==> config.mk <==
export PLATFORM = sky130hd
export DESIGN_NAME = expression_tokenizer_core
export DESIGN_NICKNAME = d
export VERILOG_FILES = /design/src/sv/etok_pkg.sv /design/src/sv/etok_front.sv /design/src/sv/etok_queue.sv /design/src/sv/etok_back.sv /design/src/sv/expression_tokenizer_core.sv
export SDC_FILE = /design/constraint.sdc
export NUM_CORES = 1
export LEC_CHECK = 0
export BUFFER_PORTS_ARGS = -buffer_cell sky130_fd_sc_hd__buf_4
export CAP_MARGIN = 20
export CORE_ASPECT_RATIO = 1.25
export CORE_MARGIN = 10
export CORE_UTILIZATION = 42
export CTS_BUF_LIST = sky130_fd_sc_hd__clkbuf_4 sky130_fd_sc_hd__clkbuf_8
export DETAILED_ROUTE_END_ITERATION = 10
export SETUP_SLACK_MARGIN = 0.3
export SYNTH_ARGS = -nofsm -noshare
export SYNTH_HDL_FRONTEND = slang
export SYNTH_SLANG_ARGS = --single-unit
==> constraint.sdc <==
create_clock -name clk_i -period 7.8 [get_ports clk_i]
set_clock_uncertainty 0.2 [all_clocks]
set_input_delay 1.56 -clock clk_i [delete_from_list [all_inputs] [get_ports clk_i]]
set_output_delay 1.56 -clock clk_i [all_outputs]
set_load 0.01 [all_outputs]
==> src/sv/etok_pkg.sv <==
package etok_pkg;

  typedef enum logic [4:0] {
    KIND_XVAR  = 5'd0,
    KIND_UVAR  = 5'd1,
    KIND_PVAR  = 5'd2,
    KIND_NUM   = 5'd3,
    KIND_ADD   = 5'd4,
    KIND_SUB   = 5'd5,
    KIND_MUL   = 5'd6,
    KIND_DIV   = 5'd7,
    KIND_POW   = 5'd8,
    KIND_OPER  = 5'd9,
    KIND_OPEN  = 5'd10,
    KIND_CLOSE = 5'd11,
    KIND_LT    = 5'd12,
    KIND_LE    = 5'd13,
    KIND_MIN   = 5'd14,
    KIND_GT    = 5'd15,
    KIND_GE    = 5'd16,
    KIND_MAX   = 5'd17,
    KIND_IDENT = 5'd18
  } token_kind_e;

  typedef enum logic [1:0] {
    MODE_PEND  = 2'd0,
    MODE_VAR   = 2'd1,
    MODE_NUM   = 2'd2,
    MODE_IDENT = 2'd3
  } run_mode_e;

  localparam logic [7:0] ChSpace  = 8'h20;
  localparam logic [7:0] ChPlus   = 8'h2B;
  localparam logic [7:0] ChStar   = 8'h2A;
  localparam logic [7:0] ChSlash  = 8'h2F;
  localparam logic [7:0] ChCaret  = 8'h5E;
  localparam logic [7:0] ChLowO   = 8'h6F;
  localparam logic [7:0] ChOpen   = 8'h28;
  localparam logic [7:0] ChClose  = 8'h29;
  localparam logic [7:0] ChLowX   = 8'h78;
  localparam logic [7:0] ChLowU   = 8'h75;
  localparam logic [7:0] ChLowP   = 8'h70;
  localparam logic [7:0] ChMinus  = 8'h2D;
  localparam logic [7:0] ChLess   = 8'h3C;
  localparam logic [7:0] ChGreat  = 8'h3E;
  localparam logic [7:0] ChEqual  = 8'h3D;
  localparam logic [7:0] ChDot    = 8'h2E;
  localparam logic [7:0] ChZero   = 8'h30;
  localparam logic [7:0] ChNine   = 8'h39;
  localparam logic [7:0] ChLowA   = 8'd97;
  localparam logic [7:0] ChLowZ   = 8'd122;

  typedef struct packed {
    logic [7:0]  token_char;
    token_kind_e token_kind;
    logic        token_end;
    logic        expression_end;
  } result_t;

  // Up to two results from one accepted character.
  typedef struct packed {
    logic [1:0] cnt;
    result_t    r0;
    result_t    r1;
  } push_t;

  function automatic logic is_digit(logic [7:0] c);
    return (c >= ChZero) && (c <= ChNine);
  endfunction

endpackage

==> src/sv/etok_front.sv <==
module etok_front import etok_pkg::*; (
  input  logic       clk_i,
  input  logic       rst_ni,
  input  logic       in_valid_i,
  output logic       in_ready_o,
  input  logic [7:0] char_code_i,
  input  logic       last_char_i,
  input  logic       space_ok_i,
  output push_t      push_o
);

  logic [7:0]  held_char_q, held_char_d;
  token_kind_e held_kind_q, held_kind_d;
  logic        held_valid_q, held_valid_d;
  run_mode_e   run_mode_q, run_mode_d;

  logic        accept;
  result_t     res [2];
  logic [1:0]  n;
  logic        fresh;
  logic        cont;
  logic        pair_hit;
  token_kind_e pair_kind;
  logic [7:0]  c;

  assign c          = char_code_i;
  assign in_ready_o = space_ok_i;
  assign accept     = in_valid_i && space_ok_i;

  always_comb begin
    held_char_d  = held_char_q;
    held_kind_d  = held_kind_q;
    held_valid_d = held_valid_q;
    run_mode_d   = run_mode_q;
    res[0]       = '0;
    res[1]       = '0;
    n            = 2'd0;
    fresh        = 1'b1;
    pair_hit     = 1'b0;
    pair_kind    = KIND_XVAR;
    cont         = 1'b0;

    unique case (run_mode_q)
      MODE_VAR:   cont = is_digit(c);
      MODE_NUM:   cont = is_digit(c) || (c == ChDot);
      MODE_IDENT: cont = (c >= ChLowA) && (c <= ChLowZ);
      default:    cont = 1'b0;
    endcase

    if (held_valid_q) begin
      if (cont) begin
        res[0]      = '{held_char_q, held_kind_q, 1'b0, 1'b0};
        n           = 2'd1;
        held_char_d = c;
        fresh       = 1'b0;
      end else if (run_mode_q == MODE_PEND) begin
        if (held_kind_q == KIND_SUB && is_digit(c)) begin
          res[0]      = '{held_char_q, KIND_NUM, 1'b0, 1'b0};
          n           = 2'd1;
          held_char_d = c;
          held_kind_d = KIND_NUM;
          run_mode_d  = MODE_NUM;
          fresh       = 1'b0;
        end else if (held_kind_q == KIND_LT || held_kind_q == KIND_GT) begin
          if (c == ChEqual) begin
            pair_hit  = 1'b1;
            pair_kind = token_kind_e'(held_kind_q + 5'd1);
          end else if (c == held_char_q) begin
            pair_hit  = 1'b1;
            pair_kind = token_kind_e'(held_kind_q + 5'd2);
          end
          if (pair_hit) begin
            res[0]       = '{held_char_q, pair_kind, 1'b0, 1'b0};
            res[1]       = '{c, pair_kind, 1'b1, 1'b0};
            n            = 2'd2;
            held_valid_d = 1'b0;
            run_mode_d   = MODE_PEND;
            fresh        = 1'b0;
          end
        end
      end
      if (fresh) begin
        res[0]       = '{held_char_q, held_kind_q, 1'b1, 1'b0};
        n            = 2'd1;
        held_valid_d = 1'b0;
        run_mode_d   = MODE_PEND;
      end
    end

    if (fresh) begin
      unique case (c)
        ChSpace: ;
        ChPlus: begin
          res[n[0]] = '{c, KIND_ADD, 1'b1, 1'b0};
          n         = n + 2'd1;
        end
        ChStar: begin
          res[n[0]] = '{c, KIND_MUL, 1'b1, 1'b0};
          n         = n + 2'd1;
        end
        ChSlash: begin
          res[n[0]] = '{c, KIND_DIV, 1'b1, 1'b0};
          n         = n + 2'd1;
        end
        ChCaret: begin
          res[n[0]] = '{c, KIND_POW, 1'b1, 1'b0};
          n         = n + 2'd1;
        end
        ChLowO: begin
          res[n[0]] = '{c, KIND_OPER, 1'b1, 1'b0};
          n         = n + 2'd1;
        end
        ChOpen: begin
          res[n[0]] = '{c, KIND_OPEN, 1'b1, 1'b0};
          n         = n + 2'd1;
        end
        ChClose: begin
          res[n[0]] = '{c, KIND_CLOSE, 1'b1, 1'b0};
          n         = n + 2'd1;
        end
        ChLowX: begin
          held_char_d = c; held_kind_d = KIND_XVAR; run_mode_d = MODE_VAR;
          held_valid_d = 1'b1;
        end
        ChLowU: begin
          held_char_d = c; held_kind_d = KIND_UVAR; run_mode_d = MODE_VAR;
          held_valid_d = 1'b1;
        end
        ChLowP: begin
          held_char_d = c; held_kind_d = KIND_PVAR; run_mode_d = MODE_VAR;
          held_valid_d = 1'b1;
        end
        ChMinus: begin
          held_char_d = c; held_kind_d = KIND_SUB; run_mode_d = MODE_PEND;
          held_valid_d = 1'b1;
        end
        ChLess: begin
          held_char_d = c; held_kind_d = KIND_LT; run_mode_d = MODE_PEND;
          held_valid_d = 1'b1;
        end
        ChGreat: begin
          held_char_d = c; held_kind_d = KIND_GT; run_mode_d = MODE_PEND;
          held_valid_d = 1'b1;
        end
        default: begin
          held_char_d  = c;
          held_valid_d = 1'b1;
          if (is_digit(c)) begin
            held_kind_d = KIND_NUM;
            run_mode_d  = MODE_NUM;
          end else begin
            held_kind_d = KIND_IDENT;
            run_mode_d  = MODE_IDENT;
          end
        end
      endcase
    end

    if (last_char_i) begin
      if (held_valid_d) begin
        res[n[0]]    = '{held_char_d, held_kind_d, 1'b1, 1'b0};
        n            = n + 2'd1;
        held_valid_d = 1'b0;
        run_mode_d   = MODE_PEND;
      end
      if (n == 2'd1) res[0].expression_end = 1'b1;
      if (n == 2'd2) res[1].expression_end = 1'b1;
    end
  end

  assign push_o.cnt = accept ? n : 2'd0;
  assign push_o.r0  = res[0];
  assign push_o.r1  = res[1];

  always_ff @(posedge clk_i or negedge rst_ni) begin
    if (!rst_ni) begin
      held_char_q  <= '0;
      held_kind_q  <= KIND_XVAR;
      held_valid_q <= 1'b0;
      run_mode_q   <= MODE_PEND;
    end else if (accept) begin
      held_char_q  <= held_char_d;
      held_kind_q  <= held_kind_d;
      held_valid_q <= held_valid_d;
      run_mode_q   <= run_mode_d;
    end
  end

endmodule

==> src/sv/etok_queue.sv <==
module etok_queue import etok_pkg::*; #(
  parameter int unsigned Depth = 4
) (
  input  logic    clk_i,
  input  logic    rst_ni,
  input  push_t   push_i,
  output logic    space_ok_o,
  output logic    head_valid_o,
  output result_t head_o,
  input  logic    pop_i
);

  localparam int unsigned PtrW = (Depth > 1) ? $clog2(Depth) : 1;
  localparam int unsigned CntW = $clog2(Depth + 1);
  localparam logic [PtrW-1:0] LastIdx = PtrW'(Depth - 1);

  result_t        mem [Depth];
  logic [PtrW-1:0] wr_ptr_q, wr_ptr_d, rd_ptr_q, rd_ptr_d, wr_next;
  logic [CntW-1:0] count_q, count_d;
  logic            do_pop;

  function automatic logic [PtrW-1:0] ptr_inc(logic [PtrW-1:0] p);
    return (p == LastIdx) ? '0 : p + PtrW'(1);
  endfunction

  assign wr_next      = ptr_inc(wr_ptr_q);
  assign head_valid_o = (count_q != '0);
  assign head_o       = mem[rd_ptr_q];
  assign do_pop       = pop_i && head_valid_o;
  assign space_ok_o   = (count_q <= CntW'(Depth - 2));

  always_comb begin
    rd_ptr_d = do_pop ? ptr_inc(rd_ptr_q) : rd_ptr_q;
    unique case (push_i.cnt)
      2'd1:    wr_ptr_d = wr_next;
      2'd2:    wr_ptr_d = ptr_inc(wr_next);
      default: wr_ptr_d = wr_ptr_q;
    endcase
    count_d = count_q + CntW'(push_i.cnt) - CntW'(do_pop);
  end

  always_ff @(posedge clk_i) begin
    if (push_i.cnt != 2'd0) mem[wr_ptr_q] <= push_i.r0;
    if (push_i.cnt == 2'd2) mem[wr_next]  <= push_i.r1;
  end

  always_ff @(posedge clk_i or negedge rst_ni) begin
    if (!rst_ni) begin
      wr_ptr_q <= '0;
      rd_ptr_q <= '0;
      count_q  <= '0;
    end else begin
      wr_ptr_q <= wr_ptr_d;
      rd_ptr_q <= rd_ptr_d;
      count_q  <= count_d;
    end
  end

endmodule

==> src/sv/etok_back.sv <==
module etok_back import etok_pkg::*; (
  input  logic       clk_i,
  input  logic       rst_ni,
  input  logic       head_valid_i,
  input  result_t    head_i,
  output logic       pop_o,
  output logic       out_valid_o,
  input  logic       out_ready_i,
  output logic [7:0] token_char_o,
  output logic [4:0] token_kind_o,
  output logic       token_end_o,
  output logic       expression_end_o
);

  logic    valid_q;
  result_t data_q;
  logic    load;

  assign load  = head_valid_i && (!valid_q || out_ready_i);
  assign pop_o = load;

  always_ff @(posedge clk_i or negedge rst_ni) begin
    if (!rst_ni) begin
      valid_q <= 1'b0;
    end else if (load) begin
      valid_q <= 1'b1;
    end else if (out_ready_i) begin
      valid_q <= 1'b0;
    end
  end

  always_ff @(posedge clk_i) begin
    if (load) data_q <= head_i;
  end

  assign out_valid_o      = valid_q;
  assign token_char_o     = data_q.token_char;
  assign token_kind_o     = 5'(data_q.token_kind);
  assign token_end_o      = data_q.token_end;
  assign expression_end_o = data_q.expression_end;

endmodule

==> src/sv/expression_tokenizer_core.sv <==
// Channel   Handshake               Payload
// input     in_valid_i/in_ready_o   char_code_i[7:0], last_char_i
// output    out_valid_o/out_ready_i token_char_o[7:0], token_kind_o[4:0],
//                                   token_end_o, expression_end_o
//
// One character accepted per cycle while in_ready_o is high; its results pass
// through the result queue and then the output register before they can transfer out.
// Input is ready while the queue has room for two results (QueueDepth sets it).
// Output stalls fill the queue and then hold the input off; no result is lost.
// rst_ni clears the held character, the queue and the output valid.
module expression_tokenizer_core import etok_pkg::*; #(
  parameter int unsigned QueueDepth = 4
) (
  input  logic       clk_i,
  input  logic       rst_ni,
  input  logic       in_valid_i,
  output logic       in_ready_o,
  input  logic [7:0] char_code_i,
  input  logic       last_char_i,
  output logic       out_valid_o,
  input  logic       out_ready_i,
  output logic [7:0] token_char_o,
  output logic [4:0] token_kind_o,
  output logic       token_end_o,
  output logic       expression_end_o
);

  push_t   push;
  logic    space_ok;
  logic    head_valid;
  result_t head;
  logic    pop;

  etok_front u_front (
    .clk_i       (clk_i),
    .rst_ni      (rst_ni),
    .in_valid_i  (in_valid_i),
    .in_ready_o  (in_ready_o),
    .char_code_i (char_code_i),
    .last_char_i (last_char_i),
    .space_ok_i  (space_ok),
    .push_o      (push)
  );

  etok_queue #(
    .Depth (QueueDepth)
  ) u_queue (
    .clk_i        (clk_i),
    .rst_ni       (rst_ni),
    .push_i       (push),
    .space_ok_o   (space_ok),
    .head_valid_o (head_valid),
    .head_o       (head),
    .pop_i        (pop)
  );

  etok_back u_back (
    .clk_i            (clk_i),
    .rst_ni           (rst_ni),
    .head_valid_i     (head_valid),
    .head_i           (head),
    .pop_o            (pop),
    .out_valid_o      (out_valid_o),
    .out_ready_i      (out_ready_i),
    .token_char_o     (token_char_o),
    .token_kind_o     (token_kind_o),
    .token_end_o      (token_end_o),
    .expression_end_o (expression_end_o)
  );

endmodule

Word level (Yosys, flattened, before mapping)
Memory sizes are Yosys's and may differ from the RTL's. A register that Yosys moved wholly into a read port is not among the register bits.
Index checks and enable logic that the tools add are counted.
Widths: inputs -> output; s select.
{ "classes": {"add_sub_neg": 9, "magnitude_cmp": 9, "n_eq_ne": 30, "muxes": 100, "bitwise": 2, "n_reduce_logical": 21} }
{ "ops": {"columns": ["op", "count"], "rows": [
  ["$bwmux 30", 8],
  ["$mux 30", 7],
  ["$pmux 30 s7", 1],
  ["$mux 15", 7],
  ["$eq 8x6->1 const B", 11],
  ["$mux 2", 26],
  ["$mux 8", 6],
  ["$eq 8x7->1 const B", 5],
  ["$mux 5", 8],
  ["$pmux 5 s7", 1],
  ["$mux 1", 31],
  ["$demux 15 s1", 2],
  ["$eq 2x2->1 const B", 7],
  ["$add 2x1->2 const B", 5],
  ["$eq 5x4->1 const B", 2],
  ["$eq 8x8->1", 1],
  ["$ge 8x6->1 const B", 1],
  ["$ge 8x7->1 const B", 1],
  ["$le 8x6->1 const B", 1],
  ["$le 8x7->1 const B", 1],
  ["$logic_and 1x1->1", 8],
  ["$reduce_or 8->1", 1],
  ["$reduce_or 7->1", 1],
  ["$eq 2x1->1 const B", 3],
  ["18 further kinds", 26]
]} }
{ "totals": {"regBits": 24, "mem_bits_rw": 60, "inputBits": 13, "out_inout_bits": 17, "word_cells": 180, "n_memories": 1} }
{ "mem_list": {"columns": ["name", "words", "word_bits", "rd", "rd_clocked_by_memory_dff", "write_ports", "line_no", "rtl"], "rows": [
  ["u_queue.mem", 4, 15, 1, 1, 2, "etok_queue.sv:17", "result_t mem [Depth];"]
]} }

Longest topological paths before layout
{ "logic_depth": {"word_depth": 28, "ltp_mapped": 18, "ltp_nobuf": 14} }

By module
Synthesis repeated with hierarchy kept, for this count alone.
{ "hier_totals": {"cells_unflattened": 521, "hier_area_um2": 6427.4} }
{ "by_module_without_submodules": {"columns": ["module", "instances", "cells_per_inst", "area_per_inst_um2", "seq_area_each_um2"], "rows": [
  ["etok_queue", 1, 203, 3666.0, 1976.9],
  ["etok_front", 1, 299, 2267.2, 400.4],
  ["etok_back", 1, 19, 494.2, 475.5]
]} }

Worst setup path after synthesis
Ideal clock, no wire load.
{ "synth_timing": {"path_type": "input port to flip-flop", "startpoint": "input char_code_i[4]", "endpoint": "memory u_queue.mem[0][0] (netlist name), enable pin", "setup_ps": 453, "arrival_ps": 5215, "t_required_ps": 7147, "path_slack_ps": 1932, "cell_stages": 14, "n_path_buf": 4, "path_cell_list": "buf_6 or4b_1 or3_1 a311o_1 a21oi_1 a31oi_1 nor2b_1 o21ai_0 ha_1 clkbuf_1 nand2_1 buf_1 clkbuf_1 o21ai_0"} }
{ "synth_lines": {"columns": ["element", "line_no", "rtl"], "rows": [
  ["from (decl)", "expression_tokenizer_core.sv:18", "input logic [7:0] char_code_i,"],
  ["to (decl)", "etok_queue.sv:17", null]
]} }

==> metrics.txt <==
status=complete, no violations; Post-CTS Resized=0; Initial Util=43.2%; Die ar.=19600 sq um; Total Routing Usage GR=roughly 15%; DR vias/cell=5.99; cell area after layout=between 6000 and 7000 sq um; core area=around 14000 sq um; final hold viol count=0; Avg WL per Cell=20.7 microns; dpl cell area=6320 sq um; CTS Sinks=99; Final GP Congestion=approximately 0.93; Crit. End Element=register; drt drc=0; TritonCTS Buffers=9; CTS root buffer=clkbuf_8; critical path class=primary input to register; number of DRC markers in iteration 0=between 300 and 400; Final ANT Viol Nets=0; Syn Std Cell Area=6030 sq um; Post-synth EDFFs=75; DP Wirelength=roughly 11 mm; Setup TNS=0 ns; PortBufs=29; post-layout min period=6.14 ns; YS warnings=0; max_cap viols=0; Setup-failing EPs final=0; Post-Route WL=14.8 mm; Layout area overhead=9.03%; CTS Buffer Depth=2; clk_lat worst skew=0.36 ns; fmax=0.163 GHz; period utilisation layout=78.7%; via count=between 4000 and 5000; Die H=154 microns; first-pass GRT wire length=about 24 mm; async set-reset flop share out of synthesis=roughly a quarter; Critical Path RT=roughly 7.6 ns; top_reg_cell synth=edfxtp_1; crit path DAT=5.93 ns; Cell variety after synth=74; Cells after DPL=around 700; Post-CTS Hold Fix Bufs=0; worst-margin pin slew=0.857 ns; Clk pin slew, worst setup/hold paths=0.10 ns; Startpoint Class=primary input; Setup Buffers After CTS=0; fraction of layout instances using a drive strength above 1=19.4%; hold crit path type=register to register; PwrDens=318 nW/um^2; initial antenna violation count=0; post-synth net total=566; number of global-route vias before repair=4284; largest fanout on the critical path=20; CTS tree=done; peak supply drop=0.169 mV; # IOs=30; drt pass-1 iters=5; Slew Limit Headroom=42.7%; RSZ-0062 raised after global routing=no; sequential-to-total area share from yosys stat=47.3%; Leak=2.45 nW; Final Non-Filler Cells=716; max-slew violation total from the final report=0; n_diodes=0; syn avg cell area=11.3 sq um; row count=48; Final nets=569; die width=127 microns; largest net degree at the start of global routing=41; CTS H-tree lvls=3; Mapped Cells=roughly 530; flops & latches, synth=99; GR Overflow Total=0
-- critical path: stages --
cell and delay, ns:
buf_4 0.17, or4b_1 0.58, or3_1 0.35, a311o_1 0.42
nand3_2 0.15, o22ai_4 0.12, o21ai_2 0.62, nand2_1 0.21
inv_1 0.09, ha_1 0.43, nand2_1 0.62, o21ai_2 0.58
-- final timing paths --
check,start,to,depth (start not counted),slack (ns)
max in group asynchronous,rst_ni,u_front.held_char_q[2],1,6.21
setup reg to reg,u_front.held_kind_q[0],u_queue.mem[2][10],13,2.29
setup / recovery,char_code_i[4],u_queue.mem[2][10],12,1.66
hold / removal,u_queue.count_q[0],u_back.out_valid_o,2,0.35
hold reg to reg,u_queue.count_q[0],u_back.out_valid_o,2,0.35
min in group asynchronous,rst_ni,u_front.held_kind_q[4],1,0.91
-- stage by stage --
| stage | hold WS [ns] | setup WS, ns | total power [mW] | util [%] |
|---|---|---|---|---|
| 6_report | 0.355 | 1.66 | 2.09 | 47.2 |
| 5_1_grt | 0.400 | 1.33 | 2.24 | 47.2 |
| 3_3_place_gp | 0.324 | 1.45 | 1.71 | 45.4 |
| 3_5_place_dp | 0.335 | 1.32 | 1.74 | 45.4 |
| 2_1_floorplan | 0.288 | 1.93 | 1.47 | - |
| 4_1_cts | 0.365 | 1.68 | 2.09 | 46.8 |
-- area by class of cell --
type	count	area, sq um
Tap cell	175	219
Clock buffer	11	145
Sequential cell	99	2850
Fill cell	1309	7360
Multi-Input combinational cell	372	2940
Clock inverter	5	60.1
Inverter	21	78.8
Timing Repair Buffer	33	275
-- logic make-up after synthesis --
logic type               Yosys count  share of synthesized area, %
buffers and inverters             62                          4.13
AO/OA/AOI/OAI                    139                          17.4
XOR/XNOR                          16                          2.33
adder cells (fa/ha/maj)           20                          4.28
multiplexers                      48                          11.5
flip-flops                        99                          47.3
AND/OR/NAND/NOR                  149                          13.0
-- cells in the mapped netlist, drive strengths merged, types with 15 or more instances --
| cell | n | share of area, % |
|---|---|---|
| a21oi | 33 | 2.7 |
| a32o | 26 | 4.3 |
| clkbuf | 32 | 2.0 |
| dfrtp | 24 | 10 |
| edfxtp | 75 | 37 |
| ha | 19 | 3.9 |
| inv | 21 | 1.3 |
| mux2 | 21 | 3.9 |
| mux4 | 15 | 5.6 |
| nand2 | 46 | 2.9 |
| nand3 | 16 | 1.5 |
| nor2 | 29 | 1.8 |
| o21ai | 36 | 3.1 |
-- registers in the layout, summed over array words and instances (netlist names), 2 cells and up --
register / flops
u_queue.mem: 60
u_back.token_char_o: 8
u_front.held_char_q: 8
u_back.token_kind_o: 5
u_front.held_kind_q: 5
u_queue.count_q: 3
u_front.run_mode_q: 2
u_queue.rd_ptr_q: 2
u_queue.wr_ptr_q: 2
-- cell usage in the layout, fill, tap and decap left out, types with 7 or more instances in the layout --
cell	n
edfxtp_1	75
nand2_1	46
a21oi_1	32
buf_4	31
o21ai_0	30
nor2_1	28
a32o_1	26
dfrtp_1	24
inv_1	21
mux2_2	21
ha_1	19
mux4_2	15
nand3_1	14
mux2i_1	12
xor2_1	10
clkbuf_8	10
and2_1	7
-- power breakdown --
part           internal, mW  switching [mW]
clock network         0.163           0.184
logic                 0.404           0.459
registers             0.765           0.117
-- per-layer routing --
metal	track usage [%]	part of all wire (%)	vias up
li1	-	-	2030
met1	19.3	43	2116
met2	25.3	51	117
met3	2.68	4.2	23
met4	4.83	2.2	0
met5	0	0	-
(Power assumes the default switching activity.)
